===== config.mk =====
export PLATFORM = sky130hd
export DESIGN_NAME = ring_fifo_with_stats_and_end_marker_flat
export DESIGN_NICKNAME = d
export VERILOG_FILES = /design/src/sv/rfs_pkg.sv /design/src/sv/rfs_cmd_if.sv /design/src/sv/rfs_res_if.sv /design/src/sv/rfs_apb_regs.sv /design/src/sv/ring_fifo_with_stats_and_end_marker.sv /design/src/flat_wrapper.sv
export SDC_FILE = /design/constraint.sdc
export NUM_CORES = 1
export LEC_CHECK = 0
export BUFFER_PORTS_ARGS = -buffer_cell sky130_fd_sc_hd__buf_2
export CORE_MARGIN = 4
export CORE_UTILIZATION = 55
export CTS_BUF_LIST = sky130_fd_sc_hd__clkbuf_8
export CTS_CLUSTER_DIAMETER = 30
export DETAILED_ROUTE_END_ITERATION = 8
export GPL_TIMING_DRIVEN = 0
export PLACE_DENSITY_LB_ADDON = 0.3
export REMOVE_ABC_BUFFERS = 1
export SYNTH_ARGS = -nofsm -noshare
export SYNTH_HDL_FRONTEND = slang
export SYNTH_SLANG_ARGS = --single-unit

===== constraint.sdc =====
create_clock -name i_clk -period 10.45 [get_ports i_clk]
set_input_delay 2.09 -clock i_clk [delete_from_list [all_inputs] [get_ports i_clk]]
set_output_delay 2.09 -clock i_clk [all_outputs]
set_load 0.01 [all_outputs]

===== src/sv/rfs_pkg.sv =====
`default_nettype none

package rfs_pkg;

    // field widths fixed by the item format
    localparam int CMD_W   = 2;
    localparam int VAL_W   = 32;
    localparam int SIZE_W  = 5;
    localparam int CONS_W  = 8;
    localparam int STAT_W  = 2;
    localparam int CNT_W   = 32;
    localparam int DATA_W  = 32;
    localparam int ADDR_W  = 3;

    // configuration reset values
    localparam logic [SIZE_W-1:0] BUF_SIZE_RST = 5'd16;
    localparam logic [CONS_W-1:0] NUM_CONS_RST = 8'd1;

    // command codes
    typedef enum logic [CMD_W-1:0] {
        CMD_INSERT = 2'd0,
        CMD_GET    = 2'd1,
        CMD_END    = 2'd2
    } t_cmd;

    // result status codes
    typedef enum logic [STAT_W-1:0] {
        ST_DONE  = 2'd0,
        ST_FULL  = 2'd1,
        ST_EMPTY = 2'd2
    } t_status;

    // register index, taken from paddr bit 2
    typedef enum logic {
        REG_BUFFER_SIZE   = 1'b0,
        REG_NUM_CONSUMERS = 1'b1
    } t_reg;

    // configuration handed from the register file to the datapath
    typedef struct packed {
        logic [SIZE_W-1:0] buffer_size;
        logic [CONS_W-1:0] num_consumers;
    } t_cfg;

    // control and statistics carried between the input and result registers
    typedef struct packed {
        t_status           status;
        logic              pop_ok;
        logic              end_final;
        logic [SIZE_W-1:0] occupancy;
        logic [CNT_W-1:0]  times_full;
        logic [CNT_W-1:0]  times_empty;
    } t_stage;

    // one result item
    typedef struct packed {
        t_status           status;
        logic [VAL_W-1:0]  out_value;
        logic              out_is_end_marker;
        logic              end_final;
        logic [SIZE_W-1:0] occupancy;
        logic [CNT_W-1:0]  times_full;
        logic [CNT_W-1:0]  times_empty;
    } t_result;

endpackage

`default_nettype wire


===== src/sv/rfs_cmd_if.sv =====
`default_nettype none

interface rfs_cmd_if;
    logic                        valid;
    logic                        ready;
    logic [rfs_pkg::CMD_W-1:0]   command;
    logic [rfs_pkg::VAL_W-1:0]   item_value;

    modport source (output valid, output command, output item_value, input ready);
    modport sink   (input valid, input command, input item_value, output ready);
endinterface

`default_nettype wire


===== src/sv/rfs_res_if.sv =====
`default_nettype none

interface rfs_res_if;
    logic                        valid;
    logic                        ready;
    logic [rfs_pkg::STAT_W-1:0]  status;
    logic [rfs_pkg::VAL_W-1:0]   out_value;
    logic                        out_is_end_marker;
    logic                        end_final;
    logic [rfs_pkg::SIZE_W-1:0]  occupancy;
    logic [rfs_pkg::CNT_W-1:0]   times_full;
    logic [rfs_pkg::CNT_W-1:0]   times_empty;

    modport source (
        output valid, output status, output out_value, output out_is_end_marker,
        output end_final, output occupancy, output times_full, output times_empty,
        input ready
    );
    modport sink (
        input valid, input status, input out_value, input out_is_end_marker,
        input end_final, input occupancy, input times_full, input times_empty,
        output ready
    );
endinterface

`default_nettype wire


===== src/sv/rfs_apb_regs.sv =====
`default_nettype none

module rfs_apb_regs (
    input  logic                          i_clk,
    input  logic                          i_rst_n,
    input  logic                          psel,
    input  logic                          penable,
    input  logic                          pwrite,
    input  logic [rfs_pkg::ADDR_W-1:0]    paddr,
    input  logic [rfs_pkg::DATA_W-1:0]    pwdata,
    output logic [rfs_pkg::DATA_W-1:0]    prdata,
    output logic                          pready,
    output rfs_pkg::t_cfg                 o_cfg
);

    rfs_pkg::t_cfg r_cfg;
    logic          w_wr;
    rfs_pkg::t_reg w_idx;

    assign pready = 1'b1;
    assign w_wr   = psel && penable && pwrite && pready;
    assign w_idx  = rfs_pkg::t_reg'(paddr[2]);

    // register writes in the access phase
    always_ff @(posedge i_clk) begin
        if (!i_rst_n) begin
            r_cfg.buffer_size   <= rfs_pkg::BUF_SIZE_RST;
            r_cfg.num_consumers <= rfs_pkg::NUM_CONS_RST;
        end else if (w_wr) begin
            case (w_idx)
                rfs_pkg::REG_BUFFER_SIZE:
                    r_cfg.buffer_size <= pwdata[rfs_pkg::SIZE_W-1:0];
                rfs_pkg::REG_NUM_CONSUMERS:
                    r_cfg.num_consumers <= pwdata[rfs_pkg::CONS_W-1:0];
                default: ;
            endcase
        end
    end

    // read mux
    always_comb begin
        case (w_idx)
            rfs_pkg::REG_BUFFER_SIZE:
                prdata = rfs_pkg::DATA_W'(r_cfg.buffer_size);
            rfs_pkg::REG_NUM_CONSUMERS:
                prdata = rfs_pkg::DATA_W'(r_cfg.num_consumers);
            default:
                prdata = '0;
        endcase
    end

    assign o_cfg = r_cfg;

endmodule

`default_nettype wire


===== src/sv/ring_fifo_with_stats_and_end_marker.sv =====
// a result passes the stage register and the store read register, then the result register
// throughput: one command per cycle while results are taken; a stalled result holds the stages
// and the command input; the store is read at the transfer and feeds the result register
// reset: positions, occupancy, event counters and the end count clear to zero,
// buffer_size returns to 16 and num_consumers to 1; the entry store is not cleared
`default_nettype none

module ring_fifo_with_stats_and_end_marker #(
    parameter int MAX_DEPTH    = 16,
    parameter int HANDLE_WIDTH = 32
) (
    input  logic                          i_clk,
    input  logic                          i_rst_n,
    rfs_cmd_if.sink                       i_cmd,
    rfs_res_if.source                     o_res,
    input  logic                          psel,
    input  logic                          penable,
    input  logic                          pwrite,
    input  logic [rfs_pkg::ADDR_W-1:0]    paddr,
    input  logic [rfs_pkg::DATA_W-1:0]    pwdata,
    output logic [rfs_pkg::DATA_W-1:0]    prdata,
    output logic                          pready
);

    localparam int AW = (MAX_DEPTH > 1) ? $clog2(MAX_DEPTH) : 1;
    localparam int HW = (HANDLE_WIDTH < rfs_pkg::VAL_W) ? HANDLE_WIDTH : rfs_pkg::VAL_W;
    localparam int DW = HW + 1;
    localparam int SW = rfs_pkg::SIZE_W;
    localparam int CW = rfs_pkg::CNT_W;
    localparam int EW = rfs_pkg::CONS_W;

    rfs_pkg::t_cfg w_cfg;

    rfs_apb_regs u_regs (
        .i_clk   (i_clk),
        .i_rst_n (i_rst_n),
        .psel    (psel),
        .penable (penable),
        .pwrite  (pwrite),
        .paddr   (paddr),
        .pwdata  (pwdata),
        .prdata  (prdata),
        .pready  (pready),
        .o_cfg   (w_cfg)
    );

    // fifo state
    logic [AW-1:0]   r_wr_pos, n_wr_pos;
    logic [AW-1:0]   r_rd_pos, n_rd_pos;
    logic [SW-1:0]   r_held, n_held;
    logic [CW-1:0]   r_full_cnt, n_full_cnt;
    logic [CW-1:0]   r_empty_cnt, n_empty_cnt;
    logic [EW-1:0]   r_ends, n_ends;

    // entry store and its read register
    logic [DW-1:0]   r_mem [MAX_DEPTH];
    logic [DW-1:0]   r_rd_data;
    logic [DW-1:0]   w_wdata;

    // pipeline
    logic            r_s1_v;
    rfs_pkg::t_stage r_s1, n_s1;
    logic            r_o_v;
    rfs_pkg::t_result r_o, n_o;

    logic            w_acc;
    logic            w_s1_adv;
    logic [SW-1:0]   w_act;
    logic            w_full;
    logic            w_empty;
    logic            w_push;
    logic            w_push_end;
    logic            w_pop;
    logic [AW-1:0]   w_wr_next;
    logic [AW-1:0]   w_rd_next;
    logic [EW:0]     w_seen;

    // handshake
    assign w_s1_adv    = !r_o_v || o_res.ready;
    assign i_cmd.ready = !r_s1_v || w_s1_adv;
    assign w_acc       = i_cmd.valid && i_cmd.ready;

    // active size, clamped to 1..MAX_DEPTH
    always_comb begin
        if (w_cfg.buffer_size == '0) begin
            w_act = SW'(1);
        end else if (32'(w_cfg.buffer_size) > 32'(MAX_DEPTH)) begin
            w_act = SW'(MAX_DEPTH);
        end else begin
            w_act = w_cfg.buffer_size;
        end
    end

    assign w_full  = (r_held >= w_act);
    assign w_empty = (r_held == '0);

    // position successors, wrapping at the active size
    assign w_wr_next = ((32'(r_wr_pos) + 32'd1) >= 32'(w_act)) ? '0 : r_wr_pos + AW'(1);
    assign w_rd_next = ((32'(r_rd_pos) + 32'd1) >= 32'(w_act)) ? '0 : r_rd_pos + AW'(1);
    assign w_seen    = {1'b0, r_ends} + (EW+1)'(1);

    // command decode and next state
    always_comb begin
        w_push      = 1'b0;
        w_push_end  = 1'b0;
        w_pop       = 1'b0;
        n_wr_pos    = r_wr_pos;
        n_rd_pos    = r_rd_pos;
        n_held      = r_held;
        n_full_cnt  = r_full_cnt;
        n_empty_cnt = r_empty_cnt;
        n_ends      = r_ends;
        n_s1.status    = rfs_pkg::ST_DONE;
        n_s1.end_final = 1'b0;

        case (i_cmd.command)
            rfs_pkg::CMD_INSERT: begin
                if (w_full) begin
                    n_s1.status = rfs_pkg::ST_FULL;
                end else begin
                    w_push = 1'b1;
                end
            end
            rfs_pkg::CMD_GET: begin
                if (w_empty) begin
                    n_s1.status = rfs_pkg::ST_EMPTY;
                end else begin
                    w_pop = 1'b1;
                end
            end
            rfs_pkg::CMD_END: begin
                if (w_seen < {1'b0, w_cfg.num_consumers}) begin
                    if (w_full) begin
                        n_s1.status = rfs_pkg::ST_FULL;
                    end else begin
                        w_push     = 1'b1;
                        w_push_end = 1'b1;
                        n_ends     = w_seen[EW-1:0];
                    end
                end else begin
                    n_s1.end_final = 1'b1;
                    if (r_ends != '1) begin
                        n_ends = w_seen[EW-1:0];
                    end
                end
            end
            default: ;
        endcase

        // push side, counting fills
        if (w_push) begin
            n_wr_pos = w_wr_next;
            n_held   = r_held + SW'(1);
            if ((r_held + SW'(1)) == w_act && r_full_cnt != '1) begin
                n_full_cnt = r_full_cnt + CW'(1);
            end
        end

        // pop side, counting drains
        if (w_pop) begin
            n_rd_pos = w_rd_next;
            n_held   = r_held - SW'(1);
            if (r_held == SW'(1) && r_empty_cnt != '1) begin
                n_empty_cnt = r_empty_cnt + CW'(1);
            end
        end

        n_s1.pop_ok      = w_pop;
        n_s1.occupancy   = n_held;
        n_s1.times_full  = n_full_cnt;
        n_s1.times_empty = n_empty_cnt;
    end

    // state registers
    always_ff @(posedge i_clk) begin
        if (!i_rst_n) begin
            r_wr_pos    <= '0;
            r_rd_pos    <= '0;
            r_held      <= '0;
            r_full_cnt  <= '0;
            r_empty_cnt <= '0;
            r_ends      <= '0;
        end else if (w_acc) begin
            r_wr_pos    <= n_wr_pos;
            r_rd_pos    <= n_rd_pos;
            r_held      <= n_held;
            r_full_cnt  <= n_full_cnt;
            r_empty_cnt <= n_empty_cnt;
            r_ends      <= n_ends;
        end
    end

    // end markers are stored with a zero handle
    assign w_wdata = w_push_end ? {1'b1, {HW{1'b0}}} : {1'b0, i_cmd.item_value[HW-1:0]};

    // entry store: one write or one registered read per cycle, only on an accepted command
    always_ff @(posedge i_clk) begin
        if (w_acc && w_push) begin
            r_mem[r_wr_pos] <= w_wdata;
        end
        if (w_acc && w_pop) begin
            r_rd_data <= r_mem[r_rd_pos];
        end
    end

    // stage after the transfer
    always_ff @(posedge i_clk) begin
        if (!i_rst_n) begin
            r_s1_v <= 1'b0;
        end else if (i_cmd.ready) begin
            r_s1_v <= i_cmd.valid;
        end
    end

    always_ff @(posedge i_clk) begin
        if (w_acc) begin
            r_s1 <= n_s1;
        end
    end

    // assemble the result from the store read
    always_comb begin
        n_o.status            = r_s1.status;
        n_o.out_is_end_marker = r_s1.pop_ok && r_rd_data[HW];
        n_o.out_value         = (r_s1.pop_ok && !r_rd_data[HW])
                                ? rfs_pkg::VAL_W'(r_rd_data[HW-1:0]) : '0;
        n_o.end_final         = r_s1.end_final;
        n_o.occupancy         = r_s1.occupancy;
        n_o.times_full        = r_s1.times_full;
        n_o.times_empty       = r_s1.times_empty;
    end

    // result register
    always_ff @(posedge i_clk) begin
        if (!i_rst_n) begin
            r_o_v <= 1'b0;
        end else if (w_s1_adv) begin
            r_o_v <= r_s1_v;
        end
    end

    always_ff @(posedge i_clk) begin
        if (w_s1_adv && r_s1_v) begin
            r_o <= n_o;
        end
    end

    assign o_res.valid             = r_o_v;
    assign o_res.status            = r_o.status;
    assign o_res.out_value         = r_o.out_value;
    assign o_res.out_is_end_marker = r_o.out_is_end_marker;
    assign o_res.end_final         = r_o.end_final;
    assign o_res.occupancy         = r_o.occupancy;
    assign o_res.times_full        = r_o.times_full;
    assign o_res.times_empty       = r_o.times_empty;

    // a stalled stage keeps its control and, for a pop, its read data
    a_s1_hold: assert property (@(posedge i_clk) disable iff (!i_rst_n)
        r_s1_v && !w_s1_adv
        |=> r_s1_v && $stable(r_s1) && (!r_s1.pop_ok || $stable(r_rd_data)))
        else $error("stalled stage lost its contents");

    // an empty rejection reports an empty buffer and no handle
    a_empty_res: assert property (@(posedge i_clk) disable iff (!i_rst_n)
        o_res.valid && o_res.status == rfs_pkg::ST_EMPTY
        |-> o_res.occupancy == '0 && o_res.out_value == '0)
        else $error("empty rejection with entries held");

    // a full rejection never reports an empty buffer
    a_full_res: assert property (@(posedge i_clk) disable iff (!i_rst_n)
        o_res.valid && o_res.status == rfs_pkg::ST_FULL |-> o_res.occupancy != '0)
        else $error("full rejection with no entries held");

    // an end marker comes only from a completed pop and carries no handle
    a_marker_res: assert property (@(posedge i_clk) disable iff (!i_rst_n)
        o_res.valid && o_res.out_is_end_marker
        |-> o_res.out_value == '0 && o_res.status == rfs_pkg::ST_DONE && !o_res.end_final)
        else $error("malformed end marker result");

endmodule

`default_nettype wire


===== src/flat_wrapper.sv =====
// flat-port wrapper written by rule: the top's interface ports become plain ports
module ring_fifo_with_stats_and_end_marker_flat 
#(
    parameter int MAX_DEPTH    = 16,
    parameter int HANDLE_WIDTH = 32
)
  (i_clk, i_rst_n, psel, penable, pwrite, paddr, pwdata, prdata, pready, i_cmd_valid, i_cmd_command, i_cmd_item_value, i_cmd_ready, o_res_valid, o_res_status, o_res_out_value, o_res_out_is_end_marker, o_res_end_final, o_res_occupancy, o_res_times_full, o_res_times_empty, o_res_ready);
  rfs_cmd_if i_cmd_i ();
  rfs_res_if o_res_i ();
  input  logic i_clk;
  input  logic i_rst_n;
  input  logic psel;
  input  logic penable;
  input  logic pwrite;
  input  logic [rfs_pkg::ADDR_W-1:0] paddr;
  input  logic [rfs_pkg::DATA_W-1:0] pwdata;
  output logic [rfs_pkg::DATA_W-1:0] prdata;
  output logic pready;
  input wire logic [$bits(i_cmd_i.valid)-1:0] i_cmd_valid;
  input wire logic [$bits(i_cmd_i.command)-1:0] i_cmd_command;
  input wire logic [$bits(i_cmd_i.item_value)-1:0] i_cmd_item_value;
  output wire logic [$bits(i_cmd_i.ready)-1:0] i_cmd_ready;
  output wire logic [$bits(o_res_i.valid)-1:0] o_res_valid;
  output wire logic [$bits(o_res_i.status)-1:0] o_res_status;
  output wire logic [$bits(o_res_i.out_value)-1:0] o_res_out_value;
  output wire logic [$bits(o_res_i.out_is_end_marker)-1:0] o_res_out_is_end_marker;
  output wire logic [$bits(o_res_i.end_final)-1:0] o_res_end_final;
  output wire logic [$bits(o_res_i.occupancy)-1:0] o_res_occupancy;
  output wire logic [$bits(o_res_i.times_full)-1:0] o_res_times_full;
  output wire logic [$bits(o_res_i.times_empty)-1:0] o_res_times_empty;
  input wire logic [$bits(o_res_i.ready)-1:0] o_res_ready;
  assign i_cmd_i.valid = i_cmd_valid;
  assign i_cmd_i.command = i_cmd_command;
  assign i_cmd_i.item_value = i_cmd_item_value;
  assign i_cmd_ready = i_cmd_i.ready;
  assign o_res_valid = o_res_i.valid;
  assign o_res_status = o_res_i.status;
  assign o_res_out_value = o_res_i.out_value;
  assign o_res_out_is_end_marker = o_res_i.out_is_end_marker;
  assign o_res_end_final = o_res_i.end_final;
  assign o_res_occupancy = o_res_i.occupancy;
  assign o_res_times_full = o_res_i.times_full;
  assign o_res_times_empty = o_res_i.times_empty;
  assign o_res_i.ready = o_res_ready;
  ring_fifo_with_stats_and_end_marker #(.MAX_DEPTH(MAX_DEPTH), .HANDLE_WIDTH(HANDLE_WIDTH)) u_core (.i_clk(i_clk), .i_rst_n(i_rst_n), .i_cmd(i_cmd_i), .o_res(o_res_i), .psel(psel), .penable(penable), .pwrite(pwrite), .paddr(paddr), .pwdata(pwdata), .prdata(prdata), .pready(pready));
endmodule

---- After elaboration in Yosys (flattened, before gate mapping) ----
Memory sizes are Yosys's and may differ from the RTL's. A register that Yosys moved wholly into a read port is not among the register bits.
Cells that the tools add are included.
word-level totals
  flip-flop bits (word level) ............. 278
  bits in latches ......................... 0
  bits in writable memories ............... 528
  ROM bits ................................ 0
  bits of input ports ..................... 76
  output and inout port bits .............. 140
  word-level logic and storage cells ...... 99
  memories ................................ 1
cells by class
  add/sub/neg operators ................... 9
  multiply operators ...................... 0
  div/mod/pow operators ................... 0
  $lt $le $gt $ge ......................... 5
  equal/unequal tests ..................... 8
  shift operators ......................... 0
  mux-type cells .......................... 28
  bitwise operators ....................... 1
  reduce and logical (&&, ||, !) cells .... 24
memories
  memory        words  width  read ports  clocked after Yosys merged registers in  wr ports  RTL line                                   source
  u_core.r_mem  16     33     1           1                                        1         ring_fifo_with_stats_and_end_marker.sv:56  logic [DW-1:0] r_mem [MAX_DEPTH];
operator list
  operator               number
  $mux 32                4
  $add 32x1->32 const B  2
  $ge 32x5->1            2
  $ne 32x32->1 const B   2
  $pmux 32 s2            1
  $mux 33                1
  $mux 8                 3
  $mux 5                 4
  $add 4x1->5 const B    2
  $logic_and 1x1->1      10
  $logic_not 5->1        2
  $add 8x1->9 const B    1
  $lt 9x8->1             1
  $mux 1                 9
  $add 4x1->4 const B    2
  $mux 4                 2
  $ne 8x8->1 const B     1
  $reduce_and 2->1       4
  $pmux 2 s3             1
  $add 5x1->5 const B    1
  $eq 5x1->1 const B     1
  $eq 5x5->1             1
  $ge 5x5->1             1
  $gt 5x5->1 const B     1
  other kinds (12)       16

---- Longest topological paths before layout ----
  word-level depth ........................ 10
  depth in mapped cells ................... 14
  mapped depth without buffers ............ 12

---- By module ----
A second synthesis with hierarchy kept.
second synthesis, totals
  cell total of the unflattened synthesis .. 1922
  area, all modules ....................... 33621.0 um2
modules (own cells, without submodules)
  module                               instances  cells an instance  area each (um2)  seq. area each (um2)
  ring_fifo_with_stats_and_end_marker  1          1831               32770.2          23933.0
  rfs_apb_regs                         1          91                 850.8            260.2

---- Worst setup path before layout ----
OpenSTA, ideal clock, no wires.
  path type ............................... input port to flip-flop
  start point ............................. input port o_res_ready
  end point ............................... register u_core.r_o (netlist bit u_core.o_res.end_final), enable pin
  library setup time ...................... 0.582 ns
  arrival time ............................ 6.773 ns
  required time ........................... 9.868 ns
  path slack .............................. 3.095 ns
  stages on the path ...................... 2
  path buffers ............................ 0
  cell sequence ........................... nor2b_1 -> nor2b_1
on the way
  longest elaborated chain between the ends .. 2
ends and longest elaborated chain
  item                  RTL line                                    source
  from (decl)           flat_wrapper.sv:31                          input wire logic [$bits(o_res_i.ready)-1:0] o_res_ready;
  $logic_or 1x1->1      ring_fifo_with_stats_and_end_marker.sv:79   assign w_s1_adv = !r_o_v || o_res.ready;
  $logic_and 1x1->1     ring_fifo_with_stats_and_end_marker.sv:243  if (w_s1_adv && r_s1_v) begin
  to (signal assigned)  ring_fifo_with_stats_and_end_marker.sv:244  r_o <= n_o;
  to (decl)             ring_fifo_with_stats_and_end_marker.sv:64   rfs_pkg::t_result r_o, n_o;
Every way passes these cells.
A chain may end at the register's enable or synchronous reset.

---- Final worst setup path ----
  start point ............................. register u_core.r_ends[2]
  end point ............................... memory u_core.r_mem[3][30] (netlist name), enable pin
on the way
  longest elaborated chain between the ends .. 7
ends and longest elaborated chain
  item                          RTL line                                    source
  from (decl)                   ring_fifo_with_stats_and_end_marker.sv:53   logic [EW-1:0] r_ends, n_ends;
  from (signal assigned)        ring_fifo_with_stats_and_end_marker.sv:189  r_ends <= n_ends;
  $add 8x1->9                   ring_fifo_with_stats_and_end_marker.sv:100  assign w_seen = {1'b0, r_ends} + (EW+1)'(1);
  net u_core.w_seen[7]          ring_fifo_with_stats_and_end_marker.sv:76   logic [EW:0] w_seen;
  $lt 9x8->1                    ring_fifo_with_stats_and_end_marker.sv:132  if (w_seen < {1'b0, w_cfg.num_consumers}) begin
  $mux 1                        ring_fifo_with_stats_and_end_marker.sv:132
  $pmux 1 s2                    ring_fifo_with_stats_and_end_marker.sv:116  case (i_cmd.command)
  $logic_and 1x1->1             ring_fifo_with_stats_and_end_marker.sv:198  if (w_acc && w_push) begin
  $mux 1                        ring_fifo_with_stats_and_end_marker.sv:198
  $mux 1 (not written as such)  ring_fifo_with_stats_and_end_marker.sv:199  r_mem[r_wr_pos] <= w_wdata;
  to (decl)                     ring_fifo_with_stats_and_end_marker.sv:56
The timed path passes the listed nets, and every way through them passes these cells.

==> flow_metrics.py <==
metrics = {
    "yosys": {
        "synth-edff-count": 739,
        "syn_area_mm2": 0.03373,
        "synthArstFlopShare": 0,
        "yosysUniqueCellTypes": 63,
        "yosysWarnings": 0,
        "ys.flop_type": "edfxtp_1",
        "ys_ff_latch": 839,
        "syn_area_per_cell_um2": 17.41,
        "yosysSeqAreaShare": 0.7173,
        "syn_inst": 1937,
    },
    "timing": {
        "period_share": 0.5193,
        "drv_slew": 0,
        "slew_headroom": 0.2882,
        "max_freq_ghz": 0.1843,
        "rsz0062_at_grt": "false",
        "setup_viol": 0,
        "hold_viol": 0,
        "worstMarginPinSlew_ns": 1.062,
        "min_period_ns": 5.426,
        "setup_tns_ns": 0,
        "clock_skew_ns": 0.02923,
    },
    "setup_path": {
        "path_max_fanout": 9,
        "required_ns": 10.94,
        "worstPathCellList": "and3_1 -> nand3_1 -> nor2_1 -> xor2_1 -> ha_1 -> and4_1 -> a211o_1 -> a311oi_1 -> nor2_1 -> nor3_2 -> nand2_1 -> nor3_2 -> buf_8 -> buf_6 -> buf_6",
        "worst-path-buf-inv": 3,
        "slowest_stage": "nor3_2",
        "worstSetupStartpointType": "flip-flop",
        "crit_path_end_kind": "flip-flop",
        "critPathArrivalTime_ns": 5.92,
        "cp_top_family": "simple AND/OR/NAND/NOR gates",
        "worst-setup-path-type": "reg -> reg",
        "rrSetupSlack_ns": 5.02,
        "slowest_delay_ns": 0.88,
    },
    "die": {
        "start_util": 0.5567,
        "io_pins": 216,
        "dieArea_mm2": 0.06535,
        "die_h_um": 255.6,
        "rows": 90,
        "die_width_um": 255.6,
        "core_area_mm2": 0.06058,
    },
    "finish": {
        "finalNetCount": 2329,
        "most-common-layout-cells": "edfxtp_1, mux4_2, clkbuf_8",
        "drive_gt1_frac": 0.2789,
        "syn_to_final_growth_pct": 16.81,
        "multi_input_area_mm2": 0.009136,
        "regArea_mm2": 0.02421,
        "fillers": 4100,
        "final_common_cell": "edfxtp_1",
        "design_area_mm2": 0.03939,
    },
    "routing": {
        "wl_met2_um": 34830,
        "drtIter0Drc": 1525,
        "avgRoutedWirePerCell_um": 22.24,
        "ant_nets": 0,
        "drt-met1-wl_um": 28160,
        "drt-pass1-iter-count": 7,
        "viasPerCell": 5.738,
        "top_layer_used": "met4",
        "vias": 17960,
        "wl_met3_um": 4955,
        "route.detailed.drc": 0,
        "routed_wl_um": 69630,
    },
    "min_path": {
        "hold_class": "reg -> reg",
    },
    "pwr": {
        "p_int_mw": 5.698,
        "vdd_drop_max_mv": 0.1430,
        "power_density_mw_per_mm2": 184.2,
        "switchingPower_mw": 1.559,
        "p_leak_nw": 13.51,
        "p_comb_frac": 0.036,
        "sw_frac_of_total": 0.2148,
        "pwr-share-clk": 0.449,
        "seqPwrFrac": 0.515,
    },
    "place": {
        "gp_congestion": 0.8570,
        "hpwl_um": 42200,
        "portBuffers": 164,
        "dpl_cell_area_mm2": 0.03607,
    },
    "grt": {
        "antenna_found_initial": 2,
        "grt_pass1_vias": 18390,
        "grt_pass1_wl_um": 106600,
        "grt_max_degree": 86,
        "grt_usage": 0.2133,
        "gr-total-overflow": 0,
    },
    "job": {
        "cap_viol_max_count": 0,
    },
    "clock_network": {
        "postCtsSetupBuffers": 0,
        "clk_pin_slew_ns": 0.06,
        "clock_sinks": 839,
        "cts_tree": "done",
        "cts_resized": 0,
        "hold_buffers": 0,
        "insertion_delay_ns": 0.79,
        "cts_max_level": 4,
        "cts_made_buffers": 159,
        "root_buffer": "clkbuf_8",
        "clock_path_buffers": 3,
    },
    "outcome": {
        "status": "finished clean",
    },
}
-- logic make-up (layout without fill, tap and decap cells) --
group | Yosys count | after routing | share of synthesized area
flip-flops | 839 | 839 | 0.7173
adder cells (fa/ha/maj) | 33 | 33 | 0.01224
AO/OA/AOI/OAI | 102 | 102 | 0.02026
multiplexers | 183 | 183 | 0.1158
XOR/XNOR | 124 | 124 | 0.03283
buffers and inverters | 136 | 521 | 0.01829
other | 2 | 28 | 0.0002227
AND/OR/NAND/NOR | 518 | 518 | 0.08303
-- flip-flops by register name, summed over array words and instances, names as in the netlist, 13 cells and up --
name	flops
u_core.n_o	72
u_core.o_res.out_value	32
u_core.o_res.times_empty	32
u_core.o_res.times_full	32
u_core.r_empty_cnt	32
u_core.r_full_cnt	32
u_core.r_mem	528
u_core.r_rd_data	33
u_core.u_regs.o_cfg	13
-- area by class of cell --
class | count | area share
multi-input combinational | 985 | 0.2319
clock inverter | 122 | 0.02681
sequential | 839 | 0.6145
clock buffer | 164 | 0.05730
timing repair buffer | 212 | 0.04224
inverter | 23 | 0.002255
antenna | 3 | 0.0001906
tap | 782 | 0.02484
-- per-layer routing --
| metal | up-vias | track usage |
|---|---|---|
| met1 | 9077 | 0.2823 |
| met4 | 0 | 0.07664 |
| met2 | 681 | 0.3479 |
| met5 | - | 0 |
| li1 | 8067 | - |
| met3 | 135 | 0.05471 |
-- final timing paths --
path                    start                           end  cells past startpoint
max          u_core.r_ends[2]           u_core.r_mem[3][30]                     15
min            u_core.n_o[17]  u_core.o_res.times_empty[17]                      0
max reg2reg  u_core.r_ends[2]           u_core.r_mem[3][30]                     15
min reg2reg    u_core.n_o[17]  u_core.o_res.times_empty[17]                      0
-- cells in the mapped netlist (all sizes together) (2+ instances only) --
cell type | n | area [um^2]
a211o | 2 | 17.52
a211oi | 2 | 15.01
a21boi | 32 | 240.2
a21o | 2 | 15.01
a21oi | 12 | 60.06
a31oi | 2 | 12.51
a32o | 2 | 20.02
and2 | 121 | 757.0
and3 | 18 | 117.6
and4 | 8 | 70.07
buf | 41 | 260.3
clkbuf | 72 | 270.3
conb | 2 | 7.510
dfxtp | 100 | 2002
edfxtp | 739 | 22190
ha | 33 | 412.9
inv | 23 | 86.33
mux2 | 7 | 78.83
mux2i | 11 | 110.1
mux4 | 165 | 3716
nand2 | 100 | 375.4
nand2b | 19 | 126.4
nand3 | 52 | 265.3
nand3b | 3 | 22.52
nand4 | 29 | 181.4
nand4b | 2 | 17.52
nor2 | 67 | 251.5
nor2b | 13 | 81.33
nor3 | 36 | 195.2
nor3b | 3 | 22.52
nor4 | 9 | 56.30
o211ai | 2 | 15.01
o21a | 3 | 22.52
o21ai | 33 | 165.2
o31ai | 2 | 15.01
or2 | 5 | 33.78
or3 | 26 | 162.7
or4 | 4 | 33.78
xnor2 | 68 | 603.1
xor2 | 55 | 481.7
-- power groups by stage --
stage / clock network (mW) / logic (mW) / registers, mW
finish: 3.26 / 0.258 / 3.74
floorplan: 0 / 0.141 / 3.82
detailed placement: 0 / 0.260 / 3.81
global route: 3.52 / 0.282 / 3.74
CTS: 3.34 / 0.261 / 3.74
global placement: 0 / 0.233 / 3.83
-- per-stage QoR --
stage	setup WS [ns]	power (mW)	util	hold slack (ns)	cells
CTS	5.036	7.344	0.6501	0.4108	3127
global placement	0.2736	4.061	0.5791	0.4016	2793
detailed placement	4.501	4.069	0.5954	0.4045	2841
global route	4.756	7.544	0.6502	0.4109	3129
floorplan	3.095	3.966	-	0.4003	1847
finish	5.024	7.257	0.6502	0.4090	3130
Power figures use the tool's default switching activity.
